## src/rtl/ipf_pkg.sv

```systemverilog
// ----------------------------------------------------------------------------
// ipf_pkg
// Shared types and constants for the integer predicate filter.
// ----------------------------------------------------------------------------
package ipf_pkg;

  localparam int VALUE_BITS = 16;
  localparam int MAG_BITS   = VALUE_BITS;
  localparam int CNT_BITS   = $clog2(VALUE_BITS);
  // trial divisor never passes 182 (182^2 > 32767)
  localparam int DIV_BITS   = 8;
  localparam int REM_BITS   = DIV_BITS;
  localparam int SQ_BITS    = 16;
  localparam int ADDR_BITS  = 3;
  localparam int DATA_BITS  = 32;
  localparam int MODE_BITS  = 2;

  localparam logic [MODE_BITS-1:0] MODE_MUL7  = 2'd0;
  localparam logic [MODE_BITS-1:0] MODE_MUL77 = 2'd1;
  localparam logic [MODE_BITS-1:0] MODE_PRIME = 2'd2;
  localparam logic [MODE_BITS-1:0] MODE_EVEN  = 2'd3;

  localparam logic REG_IDX_FILTER_MODE = 1'b0;

  localparam logic [DIV_BITS-1:0] DIVISOR_7     = 8'd7;
  localparam logic [DIV_BITS-1:0] FIRST_TRIAL   = 8'd2;
  localparam logic [SQ_BITS-1:0]  FIRST_SQUARE  = 16'd4;
  // 4 * 11, keeps the alternating 5-bit chunk sum positive
  localparam logic [6:0]          MOD11_BIAS    = 7'd44;

  typedef enum logic [2:0] {
    ST_IDLE,
    ST_SETUP,
    ST_CHECK,
    ST_DIV,
    ST_REM,
    ST_EMIT
  } state_t;

endpackage

```

## src/rtl/integer_predicate_filter.sv

```systemverilog
// ----------------------------------------------------------------------------
// integer_predicate_filter
// Passes a signed word on when it meets the predicate picked by filter_mode; in prime
// mode negative words go out flagged; a small sequencer runs one remainder unit.
// ----------------------------------------------------------------------------
// Even, multiple-of-7 and multiple-of-77 modes, and a negative word in prime mode,
// are decided in SETUP; prime mode runs CHECK, DIV and REM per trial divisor.
// One word at a time: busy stays high until the result (if any) is out; the next
// word is taken only once back in idle. Remainder unit: one bit per cycle.
// Result strobe lasts one cycle; the receiver cannot stall it.
// Synchronous active-high reset returns to idle with filter_mode = 0.
module integer_predicate_filter (
  input  logic                                 clk,
  input  logic                                 rst,
  input  logic                                 start,
  output logic                                 busy,
  input  logic signed [ipf_pkg::VALUE_BITS-1:0] value,
  output logic                                 result_valid,
  output logic signed [ipf_pkg::VALUE_BITS-1:0] passed_value,
  output logic                                 negative_error,
  input  logic                                 psel,
  input  logic                                 penable,
  input  logic                                 pwrite,
  input  logic [ipf_pkg::ADDR_BITS-1:0]        paddr,
  input  logic [ipf_pkg::DATA_BITS-1:0]        pwdata,
  output logic [ipf_pkg::DATA_BITS-1:0]        prdata,
  output logic                                 pready
);

  ipf_pkg::state_t state, state_next;

  logic [ipf_pkg::MODE_BITS-1:0]        filter_mode;
  logic signed [ipf_pkg::VALUE_BITS-1:0] val;
  logic [ipf_pkg::MAG_BITS-1:0]         mag;
  logic [ipf_pkg::MAG_BITS-1:0]         dvd;
  logic [ipf_pkg::REM_BITS-1:0]         rem;
  logic [ipf_pkg::DIV_BITS-1:0]         divisor;
  logic [ipf_pkg::SQ_BITS-1:0]          sq;
  logic [ipf_pkg::CNT_BITS-1:0]         cnt;
  logic                                 err;

  logic [ipf_pkg::REM_BITS:0]           rem_sh;
  logic [ipf_pkg::REM_BITS:0]           rem_sub;
  logic                                 rem_ge;
  logic [ipf_pkg::REM_BITS-1:0]         rem_next;
  logic                                 cfg_wr;
  logic                                 accept;
  logic                                 last_bit;
  logic                                 rem_zero;

  logic [5:0]                           m7_sum1;
  logic [3:0]                           m7_sum2;
  logic [3:0]                           m7_fold;
  logic                                 mul7;
  logic [6:0]                           m11_fold;
  logic                                 mul11;

  // ---------------- configuration port ----------------
  assign pready = 1'b1;
  assign cfg_wr = psel && penable && pwrite && pready &&
                  (paddr[ipf_pkg::ADDR_BITS-1] == ipf_pkg::REG_IDX_FILTER_MODE);

  always_ff @(posedge clk) begin
    if (rst) begin
      filter_mode <= ipf_pkg::MODE_MUL7;
    end else if (cfg_wr) begin
      filter_mode <= pwdata[ipf_pkg::MODE_BITS-1:0];
    end
  end

  always_comb begin
    prdata = '0;
    if (paddr[ipf_pkg::ADDR_BITS-1] == ipf_pkg::REG_IDX_FILTER_MODE) begin
      prdata[ipf_pkg::MODE_BITS-1:0] = filter_mode;
    end
  end

  // ---------------- constant divisibility ----------------
  // 8 = 1 (mod 7): summing 3-bit chunks keeps the residue; ends in 0..7
  assign m7_sum1 = 6'(mag[2:0]) + 6'(mag[5:3]) + 6'(mag[8:6]) + 6'(mag[11:9]) +
                   6'(mag[14:12]) + 6'(mag[15]);
  assign m7_sum2 = 4'(m7_sum1[2:0]) + 4'(m7_sum1[5:3]);
  assign m7_fold = 4'(m7_sum2[2:0]) + 4'(m7_sum2[3]);
  assign mul7    = (m7_fold == '0) || (m7_fold == 4'(ipf_pkg::DIVISOR_7));

  // 32 = -1 (mod 11): alternating sum of 5-bit chunks, lands in 12..106
  assign m11_fold = 7'(mag[4:0]) + 7'(mag[14:10]) + ipf_pkg::MOD11_BIAS -
                    7'(mag[9:5]) - 7'(mag[15]);
  assign mul11    = (m11_fold inside {7'd22, 7'd33, 7'd44, 7'd55, 7'd66, 7'd77, 7'd88,
                                      7'd99});

  // ---------------- shared remainder unit ----------------
  assign rem_sh   = {rem, dvd[ipf_pkg::MAG_BITS-1]};
  assign rem_sub  = rem_sh - {1'b0, divisor};
  assign rem_ge   = (rem_sh >= {1'b0, divisor});
  // remainder stays below the divisor, so it fits back in REM_BITS
  assign rem_next = rem_ge ? rem_sub[ipf_pkg::REM_BITS-1:0] : rem_sh[ipf_pkg::REM_BITS-1:0];
  assign last_bit = (cnt == ipf_pkg::CNT_BITS'(ipf_pkg::VALUE_BITS - 1));
  assign rem_zero = (rem == '0);

  assign accept = start && (state == ipf_pkg::ST_IDLE);

  // ---------------- sequencer: next state ----------------
  always_comb begin
    state_next = state;
    case (state)
      ipf_pkg::ST_IDLE: begin
        if (start) state_next = ipf_pkg::ST_SETUP;
      end
      ipf_pkg::ST_SETUP: begin
        case (filter_mode)
          ipf_pkg::MODE_EVEN: begin
            state_next = mag[0] ? ipf_pkg::ST_IDLE : ipf_pkg::ST_EMIT;
          end
          ipf_pkg::MODE_PRIME: begin
            if (val < 0) state_next = ipf_pkg::ST_EMIT;
            else if (mag < ipf_pkg::MAG_BITS'(2)) state_next = ipf_pkg::ST_IDLE;
            else state_next = ipf_pkg::ST_CHECK;
          end
          ipf_pkg::MODE_MUL7: begin
            state_next = mul7 ? ipf_pkg::ST_EMIT : ipf_pkg::ST_IDLE;
          end
          default: begin
            state_next = (mul7 && mul11) ? ipf_pkg::ST_EMIT : ipf_pkg::ST_IDLE;
          end
        endcase
      end
      ipf_pkg::ST_CHECK: begin
        state_next = (sq > mag) ? ipf_pkg::ST_EMIT : ipf_pkg::ST_DIV;
      end
      ipf_pkg::ST_DIV: begin
        if (last_bit) state_next = ipf_pkg::ST_REM;
      end
      ipf_pkg::ST_REM: begin
        // a zero remainder means a factor was found
        state_next = rem_zero ? ipf_pkg::ST_IDLE : ipf_pkg::ST_CHECK;
      end
      ipf_pkg::ST_EMIT: state_next = ipf_pkg::ST_IDLE;
      default: state_next = ipf_pkg::ST_IDLE;
    endcase
  end

  // ---------------- sequencer: outputs ----------------
  always_comb begin
    busy         = 1'b1;
    result_valid = 1'b0;
    case (state)
      ipf_pkg::ST_IDLE: busy = 1'b0;
      ipf_pkg::ST_EMIT: result_valid = 1'b1;
      default: ;
    endcase
  end

  always_ff @(posedge clk) begin
    if (rst) begin
      state <= ipf_pkg::ST_IDLE;
    end else begin
      state <= state_next;
    end
  end

  // ---------------- datapath ----------------
  always_ff @(posedge clk) begin
    if (accept) begin
      val <= value;
      mag <= value[ipf_pkg::VALUE_BITS-1] ? ipf_pkg::MAG_BITS'(-value)
                                          : ipf_pkg::MAG_BITS'(value);
      err <= 1'b0;
    end
    case (state)
      ipf_pkg::ST_SETUP: begin
        rem     <= '0;
        dvd     <= mag;
        cnt     <= '0;
        sq      <= ipf_pkg::FIRST_SQUARE;
        divisor <= ipf_pkg::FIRST_TRIAL;
        err     <= (filter_mode == ipf_pkg::MODE_PRIME) && (val < 0);
      end
      ipf_pkg::ST_CHECK: begin
        rem <= '0;
        dvd <= mag;
        cnt <= '0;
      end
      ipf_pkg::ST_DIV: begin
        rem <= rem_next;
        dvd <= {dvd[ipf_pkg::MAG_BITS-2:0], 1'b0};
        cnt <= cnt + 1'b1;
      end
      ipf_pkg::ST_REM: begin
        rem     <= '0;
        dvd     <= mag;
        cnt     <= '0;
        // (d+1)^2 = d^2 + 2d + 1
        sq      <= sq + ipf_pkg::SQ_BITS'({divisor, 1'b1});
        divisor <= divisor + 1'b1;
      end
      default: ;
    endcase
  end

  assign passed_value   = val;
  assign negative_error = err;

endmodule
```

## config.mk

```make
export PLATFORM = sky130hd
export DESIGN_NAME = integer_predicate_filter
export DESIGN_NICKNAME = d
export VERILOG_FILES = /design/src/rtl/ipf_pkg.sv /design/src/rtl/integer_predicate_filter.sv
export SDC_FILE = /design/constraint.sdc
export NUM_CORES = 1
export LEC_CHECK = 0
export BUFFER_PORTS_ARGS = -buffer_cell sky130_fd_sc_hd__buf_2
export CAP_MARGIN = 20
export CORE_UTILIZATION = 55
export DETAILED_ROUTE_END_ITERATION = 8
export PLACE_DENSITY = 0.88
export SLEW_MARGIN = 20
export SYNTH_ARGS = -nofsm -noshare
export SYNTH_HDL_FRONTEND = slang
export SYNTH_SLANG_ARGS = --single-unit
```

## constraint.sdc

```tcl
create_clock -name clk -period 4.9 [get_ports clk]
set_input_delay 0.49 -clock clk [delete_from_list [all_inputs] [get_ports clk]]
set_output_delay 0.49 -clock clk [all_outputs]
set_load 0.05 [all_outputs]
```

* Word-level counts from Yosys, hierarchy flattened
Cells that the tools add are included.
** Operators by class
- Magnitude comparators :: 4
- Eq/ne operators :: 19
- $add $sub $neg :: 16
- Multipliers :: 0
- Mux-type cells :: 23
- Bitwise logic cells :: 1
- Divide/modulo/power cells :: 0
- Shifts and indexed selects :: 0
- Reduce and logical (&&, ||, !) cells :: 17
** Operators with widths (count)
- 16-bit case mux with 2 select lines :: 2
- 8-bit case mux with 2 select lines :: 2
- 7-bit == test (second input constant) :: 4
- 7-bit by 6-bit == test with 1-bit output (second input constant) :: 3
- 3-bit two-way mux :: 7
- 16-bit by 9-bit adder with 16-bit output :: 1
- 16-bit greater-than comparator :: 1
- 16-bit by 1-bit less-than comparator with 1-bit output (second input constant) :: 1
- 16-bit by 2-bit less-than comparator with 1-bit output (second input constant) :: 1
- 16-bit negation :: 1
- 15-bit two-way mux :: 1
- 3-bit case mux with 5 select lines :: 1
- 9-bit by 8-bit >= comparator with 1-bit output :: 1
- 3-bit case mux with 3 select lines :: 1
- 3-bit by 3-bit adder with 4-bit output :: 2
- 8-bit by 1-bit adder with 8-bit output (second input constant) :: 1
- 8-bit zero test :: 1
- 8-bit two-way mux :: 1
- 4-bit case mux with 2 select lines :: 1
- 8-bit nonzero test :: 1
- 8-bit subtractor :: 1
- 6-bit by 6-bit adder with 7-bit output (second input constant) :: 1
- 7-bit by 5-bit == test with 1-bit output (second input constant) :: 1
- 7-bit by 1-bit subtractor with 7-bit output :: 1
- 26 further kinds :: 42
** Storage, ports and cells
- Register bits after elaboration :: 90
- Bits in writable memories :: 0
- Memories kept :: 0
- Bits in latches :: 0
- ROM bits :: 0
- Output and inout bits :: 52
- Input port bits :: 57

* Depth between registers and ports, before layout
Gate-level depths: netlist (run 1).
- Depth in word-level cells :: 13
- Depth in mapped cells :: 20
- Depth with buffers taken out :: 20

* Least setup slack after synthesis (run 1)
Ideal clock, no wire load.
- Path type :: register -> register
- Start :: reg mag[1] in the netlist's numbering
- End :: reg state[0]
- Clock period less this slack :: 4.439 ns
- Data required time :: 4.826 ns
- Stages on the path, launching flop included :: 17
- Arrival :: 4.365 ns
- Slack :: 0.461 ns
- Cells stage by stage :: edfxtp_1 inv_1 fa_1 inv_1 fa_1 fa_1 ha_1 fa_1 xor2_1 ha_1 inv_1 fa_1 inv_1 ha_1 o31ai_1 o211ai_1 a31oi_1
** Between the ends
- Word-level cells in the longest chain between the ends :: 13
- Elaborated cells between the ends (all ways) :: 28
** RTL lines
- start: declaration :: line integer_predicate_filter.sv:34 : logic [ipf_pkg::MAG_BITS-1:0] mag;
- start signal: assignment :: line integer_predicate_filter.sv:166 : mag <= value[ipf_pkg::VALUE_BITS-1] ? ipf_pkg::MAG_BITS'(-value)
- 3-bit by 3-bit adder with 4-bit output :: line integer_predicate_filter.sv:80 : assign m7_sum1 = 6'(mag[2:0]) + 6'(mag[5:3]) + 6'(mag[8:6]) + 6'(mag[11:9]) +
- 4-bit by 3-bit adder with 5-bit output :: line integer_predicate_filter.sv:80
- 5-bit by 3-bit adder with 6-bit output :: line integer_predicate_filter.sv:80
- 6-bit by 3-bit adder with 6-bit output :: line integer_predicate_filter.sv:80
- 6-bit by 1-bit adder with 6-bit output :: line integer_predicate_filter.sv:81 : 6'(mag[14:12]) + 6'(mag[15]);
- 3-bit by 3-bit adder with 4-bit output :: line integer_predicate_filter.sv:82 : assign m7_sum2 = 4'(m7_sum1[2:0]) + 4'(m7_sum1[5:3]);
- 3-bit by 1-bit adder with 4-bit output :: line integer_predicate_filter.sv:83 : assign m7_fold = 4'(m7_sum2[2:0]) + 4'(m7_sum2[3]);
- 4-bit by 3-bit == test with 1-bit output or 4-bit zero test (tied branches) :: line integer_predicate_filter.sv:84 : assign mul7 = (m7_fold == '0) || (m7_fold == 4'(ipf_pkg::DIVISOR_7));
- 1-bit logical OR :: line integer_predicate_filter.sv:84
- 1-bit logical AND :: line integer_predicate_filter.sv:124 : state_next = (mul7 && mul11) ? ipf_pkg::ST_EMIT : ipf_pkg::ST_IDLE;
- 3-bit two-way mux :: line integer_predicate_filter.sv:124
- 3-bit case mux with 3 select lines * :: line integer_predicate_filter.sv:111 : case (filter_mode)
- 3-bit case mux with 5 select lines * :: line integer_predicate_filter.sv:106 : case (state)
- end signal: assignment :: line integer_predicate_filter.sv:156 : state <= ipf_pkg::ST_IDLE;
- end signal: assignment :: line integer_predicate_filter.sv:158 : state <= state_next;
- end: declaration :: line integer_predicate_filter.sv:30 : ipf_pkg::state_t state, state_next;
Mark *: on every way between the ends. The rest lies on a longest branch, timed or not.
A chain may end at the register's enable or synchronous reset.

* Worst setup path in the final report (run 1)
- Start :: reg mag[4] in the netlist's numbering
- End :: reg state[0]
The elaborated chain is that of the path after synthesis.

==> impl_metrics.json, run 1 <==
{
  "critPathMaxFanout": 4,
  "fmax_mhz": 210,
  "path_buf_inv": 2,
  "worst_skew_pair.late_latency_ps": 350,
  "h-tree-depth": 3,
  "cts_buffer_depth": 2,
  "clk_pin_slew_worst_paths_ps": 60,
  "wl_per_cell_um": 16.9,
  "hold_path.class": "in2reg",
  "postPlaceCellArea_um2": 6600,
  "layout_setup_ws_ps": 131,
  "io_pins": 109,
  "cts.sinks": 89,
  "relSlewSlack_pct": 33.6,
  "ir_drop_mv": 0.644,
  "postCtsHoldBufs": 0,
  "status": "finished clean",
  "postSynthCellCount": 585,
  "synthArstFlopShare_pct": 0,
  "path_class": "reg2reg",
  "yosysTopAreaCellShare_pct": 40.0,
  "use_met1_pct": 26.6,
  "timing.final.crit_share_pct": 97.3,
  "design.die.area_um2": 11900,
  "sw_frac_of_total_pct": 43.7,
  "postRouteAntennaNets": 0,
  "powerDensity_nw_per_um2": 734,
  "rows": 38,
  "grtUsageTotal_pct": 23.9,
  "ys_warn_count": 0,
  "min_period_ps": 4770,
  "final_cell_mix": "edfxtp_1 (84), ha_1 (53), inv_1 (50), buf_2 (45), nor2_1 (40)",
  "syn_to_final_growth_pct": 10.5,
  "syn_area_um2": 6310,
  "core_area_um2": 11000,
  "synth_area_leader_cell": "edfxtp_1",
  "tns_ps": 0,
  "final_area_um2": 6970,
  "crit_chain": "inv_2 -> fa_1 -> inv_1 -> fa_1 -> fa_1 -> ha_1 -> a21o_1 -> a21oi_2 -> xnor2_2 -> ha_1 -> a21o_1 -> a21o_1 -> ha_1 -> a21o_1 -> nand2_1 -> o21ai_0 -> o31ai_2 -> o211ai_1 -> a31oi_1",
  "port_buffers": 45,
  "critPathTopFamily": "adder cells",
  "synthTopCellsByArea": "edfxtp_1 (40%), ha_1 (11%), fa_1 (6.0%)",
  "worst_pin_slew_ps": 994,
  "worstPathRequired_ps": 5160,
  "post-route-util_pct": 63.5,
  "clkPwrFrac_pct": 14.8,
  "dr.pass1.iters": 5,
  "diodes": 0,
  "avgSynthCellArea_um2": 10.8,
  "worst_ep_arrival_time_ps": 5030,
  "final_common_cell": "edfxtp_1",
  "cpMostUsedCell": "a21o_1",
  "cts_tree": "yes",
  "cp-startpoint": "mag[4]",
  "drt_iter0_drc": 320,
  "vias": 4534,
  "use_met3_pct": 5.02,
  "routed_via_density": 5.79,
  "skew_ps": 10.9,
  "slowest_stage": "fa_1",
  "p_seq_share_pct": 26.1,
  "critical_path_depth": 19,
  "synth_cell_type_count": 62,
  "fin_total_pwr_mw": 5.11,
  "hold_viol": 0,
  "ff2ff_setup_slack_ps": 130,
  "cts-root-buf": "clkbuf_16",
  "ys_ff_latch": 89,
  "drc": 0,
  "cts_buffers": 9,
  "grt_pass1_vias": 4728,
  "dp_slack_ps": -21.7,
  "start_util_pct": 57.4,
  "gp_congestion": 0.883,
  "crit_path_end_kind": "flip-flop",
  "met2_usage_pct": 42.3,
  "pwr-share-comb_pct": 59.1,
  "drive_gt1_share_pct": 17.3,
  "grt_pass1_wl_um": 21600,
  "top_usage_layer": "met2",
  "power_leakage_nw": 2.91,
  "overflow": 0,
  "endpoint": "state[0]",
  "die_width_um": 109,
  "r2r_cells": 19,
  "die_h_um": 109,
  "antenna_found_initial": 0,
  "hpwl_um": 9860,
  "drt_wl_total_um": 13200,
  "slowest_delay_ps": 520,
  "r2r_end": "state[0]",
  "slew_violations": 0,
  "grt_max_degree": 33,
  "yosysSeqAreaShare_pct": 41.6,
  "synth_ff_type": "edfxtp_1",
  "setup_violations": 0,
  "reg2reg_from": "mag[4]",
  "cap_viol_max_count": 0,
  "p_switching_mw": 2.24,
  "power.internal_mw": 2.88,
  "synth-edff-count": 84,
  "layout.nets": 770,
  "worstSetupStartpointType": "flip-flop"
}
-- stage by stage --
step,instances,hold WS [ps]
5_1_grt,783,353
2_1_floorplan,614,525
3_3_place_gp,766,528
3_5_place_dp,766,541
4_1_cts,782,343
6_report,783,351
-- registers in the layout, indices dropped and copies added (netlist names) --
| register | flops |
|---|---|
| negative_error | 1 |
| passed_value | 16 |
| dvd | 16 |
| divisor | 8 |
| rem | 8 |
| cnt | 4 |
| sq | 16 |
| mag | 15 |
| state | 3 |
| filter_mode | 2 |
-- cells in the mapped netlist, drive strengths merged, types with 3 or more instances --
library cell  count
a211oi            5
a21boi            4
a21o             11
a21oi            26
a31oi             5
and2              3
and3              5
buf              37
clkbuf            6
dfxtp             5
edfxtp           84
fa               19
ha               56
inv              52
mux2             15
mux2i             9
nand2            28
nand2b            9
nand3            16
nand4             7
nor2             42
nor2b            16
nor3             13
nor3b             3
nor4              6
o21a              5
o21ai            23
o31ai             8
or2               4
or3               5
xnor2            25
xor2             10
-- power groups by stage --
| stage | registers, mW | logic, mW | clock network, mW |
|---|---|---|---|
| after floorplan | 1.36 | 2.14 | 0 |
| after global placement | 1.33 | 2.57 | 0 |
| after detailed placement | 1.34 | 2.80 | 0 |
| after CTS | 1.33 | 2.90 | 0.765 |
| after global routing | 1.36 | 3.35 | 0.794 |
| final | 1.33 | 3.02 | 0.756 |
-- cells by family (layout without fill, tap and decap cells) --
| family | after synthesis | in the layout | share of synthesized area, % |
|---|---|---|---|
| muxes | 24 | 24 | 4.11 |
| xor gates and xnor gates | 35 | 35 | 4.86 |
| AOI/OAI and AO/OA | 97 | 97 | 10.2 |
| adders and majority gates | 75 | 75 | 17.1 |
| and+or+nand+nor | 168 | 168 | 14.2 |
| buffers and inverters | 95 | 124 | 7.74 |
| DFF | 89 | 89 | 41.6 |
| other | 2 | 31 | 0.119 |
-- what timing repair did --
action	4_1_cts	5_1_grt
setup endpoints to repair	1	2
pin swaps	0	9
buffers inserted	0	1
gates resized for setup	1	10
-- layer usage --
| layer | wire, µm | part of all wire [%] | up-vias |
|---|---|---|---|
| li1 | - | - | 2135 |
| met1 | 5140 | 39 | 2140 |
| met2 | 6690 | 51 | 197 |
| met3 | 831 | 6.3 | 62 |
| met4 | 546 | 4.1 | 0 |
| met5 | 0 | 0 | - |
-- how the worst min path moves through the flow --
stage,startpoint,to,cells past startpoint
after CTS,rst,state[1],2
after floorplan,dvd[9],dvd[10],1
after global routing,value[9],passed_value[9],1
after global placement,dvd[12],dvd[13],1
after detailed placement,dvd[11],dvd[12],1
final,rst,state[1],2
-- area by class of cell --
| class | instances | area (µm²) |
|---|---|---|
| Fill cell | 787 | 4010 |
| Clock inverter | 6 | 95.1 |
| Multi-Input combinational cell | 430 | 3340 |
| Tap cell | 140 | 175 |
| Clock buffer | 10 | 229 |
| Inverter | 52 | 195 |
| Timing Repair Buffer | 56 | 308 |
| Sequential cell | 89 | 2620 |
No activity file was read; power rests on OpenSTA's default activity.
==> run 2: changes to the inputs <==
--- a/config.mk
+++ b/config.mk
@@ -7,7 +7,7 @@
 export LEC_CHECK = 0
 export BUFFER_PORTS_ARGS = -buffer_cell sky130_fd_sc_hd__buf_2
 export CAP_MARGIN = 20
-export CORE_UTILIZATION = 55
+export CORE_UTILIZATION = 52
 export DETAILED_ROUTE_END_ITERATION = 8
 export PLACE_DENSITY = 0.88
 export SLEW_MARGIN = 20
==> constraint.sdc (replaced) <==
create_clock -name clk -period 4 [get_ports clk]
set_input_delay 0.4 -clock clk [delete_from_list [all_inputs] [get_ports clk]]
set_output_delay 0.4 -clock clk [all_outputs]
set_load 0.05 [all_outputs]
==> impl_metrics.json, run 2 (synthesis results as in run 1) <==
{
  "slew_violations": 0,
  "cts-root-buf": "clkbuf_16",
  "syn_to_final_growth_pct": 12.5,
  "cts.sinks": 89,
  "violations": "DRC, setup timing",
  "drt_iter0_drc": 351,
  "setup_violations": 2,
  "port_buffers": 45,
  "die_width_um": 112,
  "start_util_pct": 54.3,
  "core_area_um2": 11600,
  "h-tree-depth": 3,
  "die_h_um": 112,
  "cts_tree": "yes",
  "skew_ps": 10.4,
  "final_cell_mix": "edfxtp_1 (84), ha_1 (52), inv_1 (47), buf_2 (45), nor2_1 (40)",
  "relSlewSlack_pct": 32.5,
  "antenna_found_initial": 0,
  "hold_path.class": "in2reg",
  "power_leakage_nw": 2.98,
  "fin_total_pwr_mw": 6.62,
  "powerDensity_nw_per_um2": 933,
  "worst_skew_pair.late_latency_ps": 350,
  "rsz0062_at_grt": "yes",
  "timing.final.crit_share_pct": 112,
  "grt_max_degree": 33,
  "final_common_cell": "edfxtp_1",
  "overflow": 0,
  "drc": 6,
  "status": "complete, but fails checks",
  "grt_pass1_vias": 4694,
  "dr.pass1.iters": 9,
  "layout.cells.non_filler": 803,
  "diodes": 0,
  "critPathMaxFanout": 2,
  "ir_drop_mv": 0.744,
  "fmax_mhz": 222,
  "path_class": "reg2reg",
  "layout_setup_ws_ps": -495,
  "drive_gt1_share_pct": 20.0,
  "design.die.area_um2": 12600,
  "worstPathRequired_ps": 4280,
  "grt_pass1_wl_um": 22000,
  "vias": 4600,
  "placed_cells": 785,
  "routed_via_density": 5.73,
  "clk_pin_slew_worst_paths_ps": 70,
  "grtUsageTotal_pct": 22.5,
  "cts_buffer_depth": 2,
  "postRouteAntennaNets": 0,
  "gp_congestion": 0.899,
  "worstSetupStartpointType": "flip-flop",
  "layout.nets": 787,
  "hold_viol": 0,
  "hold-worst-slack_ps": 261,
  "wl_per_cell_um": 16.6,
  "worst_pin_slew_ps": 1010,
  "cap_viol_max_count": 0,
  "postCtsHoldBufs": 0,
  "worst_ep_arrival_time_ps": 4780,
  "drt_wl_total_um": 13300,
  "rows": 39,
  "hpwl_um": 10200,
  "cts_buffers": 9,
  "min_period_ps": 4490,
  "tns_ps": -978,
  "io_pins": 109,
  "dp_slack_ps": -514,
  "crit_path_end_kind": "flip-flop"
}
-- run 2: cell types whose count changed in the layout (fill, tap and decap cells not counted), moves of 3 or more --
cell / change
buf_4: +17
inv_1: -3
inv_2: +3
ha_4: +3
-- run 2: path summary, 6_finish.rpt --
path / start / slack [ps] / end / cells past startpoint
setup / recovery: mag[1] / -490 / state[2] / 18
hold / removal: rst / 260 / state[1] / 2
setup reg to reg: mag[1] / -490 / state[2] / 18
hold reg to reg: dvd[7] / 550 / dvd[8] / 1
-- run 2: final cells by class --
type                            count  area (µm²)
Clock buffer                        9         225
Multi-Input combinational cell    430        3370
Inverter                           52         195
Fill cell                         879        4520
Clock inverter                      7        68.8
Timing Repair Buffer               73         435
Tap cell                          143         179
Sequential cell                    89        2620
-- run 2: per-layer routing --
layer | track usage [%] | part of all wire (%)
met1 | 26.2 | 40
met2 | 40.0 | 51
met3 | 5.02 | 6.0
met5 | 0 | 0
met4 | 9.51 | 3.2
-- run 2: critical path, cell delays in order (launching register included) --
cell and delay [ps]:
edfxtp_1 360, inv_2 60, fa_1 580, inv_2 60, fa_2 540, fa_2 480, ha_4 190, fa_2 350
xor2_1 150, ha_2 210, inv_2 40, fa_1 490, inv_2 50, a21o_1 160, nand2_1 60, o21ai_1 70
o31ai_2 240, nand4_1 170, a31oi_1 180
-- run 2: stage by stage --
step	instance area [µm²]	util [%]
floorplan	6460	-
global placement	6770	58.3
detailed placement	6770	58.3
CTS	7090	61.1
global route	7100	61.1
finish	7100	61.1
-- run 2: timing repair --
action                     CTS  global route
gates cloned                 0             0
pin swaps                   13             6
resized for setup            3             1
setup buffers                1             1
setup endpoints to repair    2             2
-- run 2: where the power goes --
group	internal (mW)	total [mW]	switching, mW
Clock	0.484	0.851	0.367
Combinational	1.90	4.15	2.25
Sequential	1.42	1.62	0.195
Total	3.81	6.62	2.82
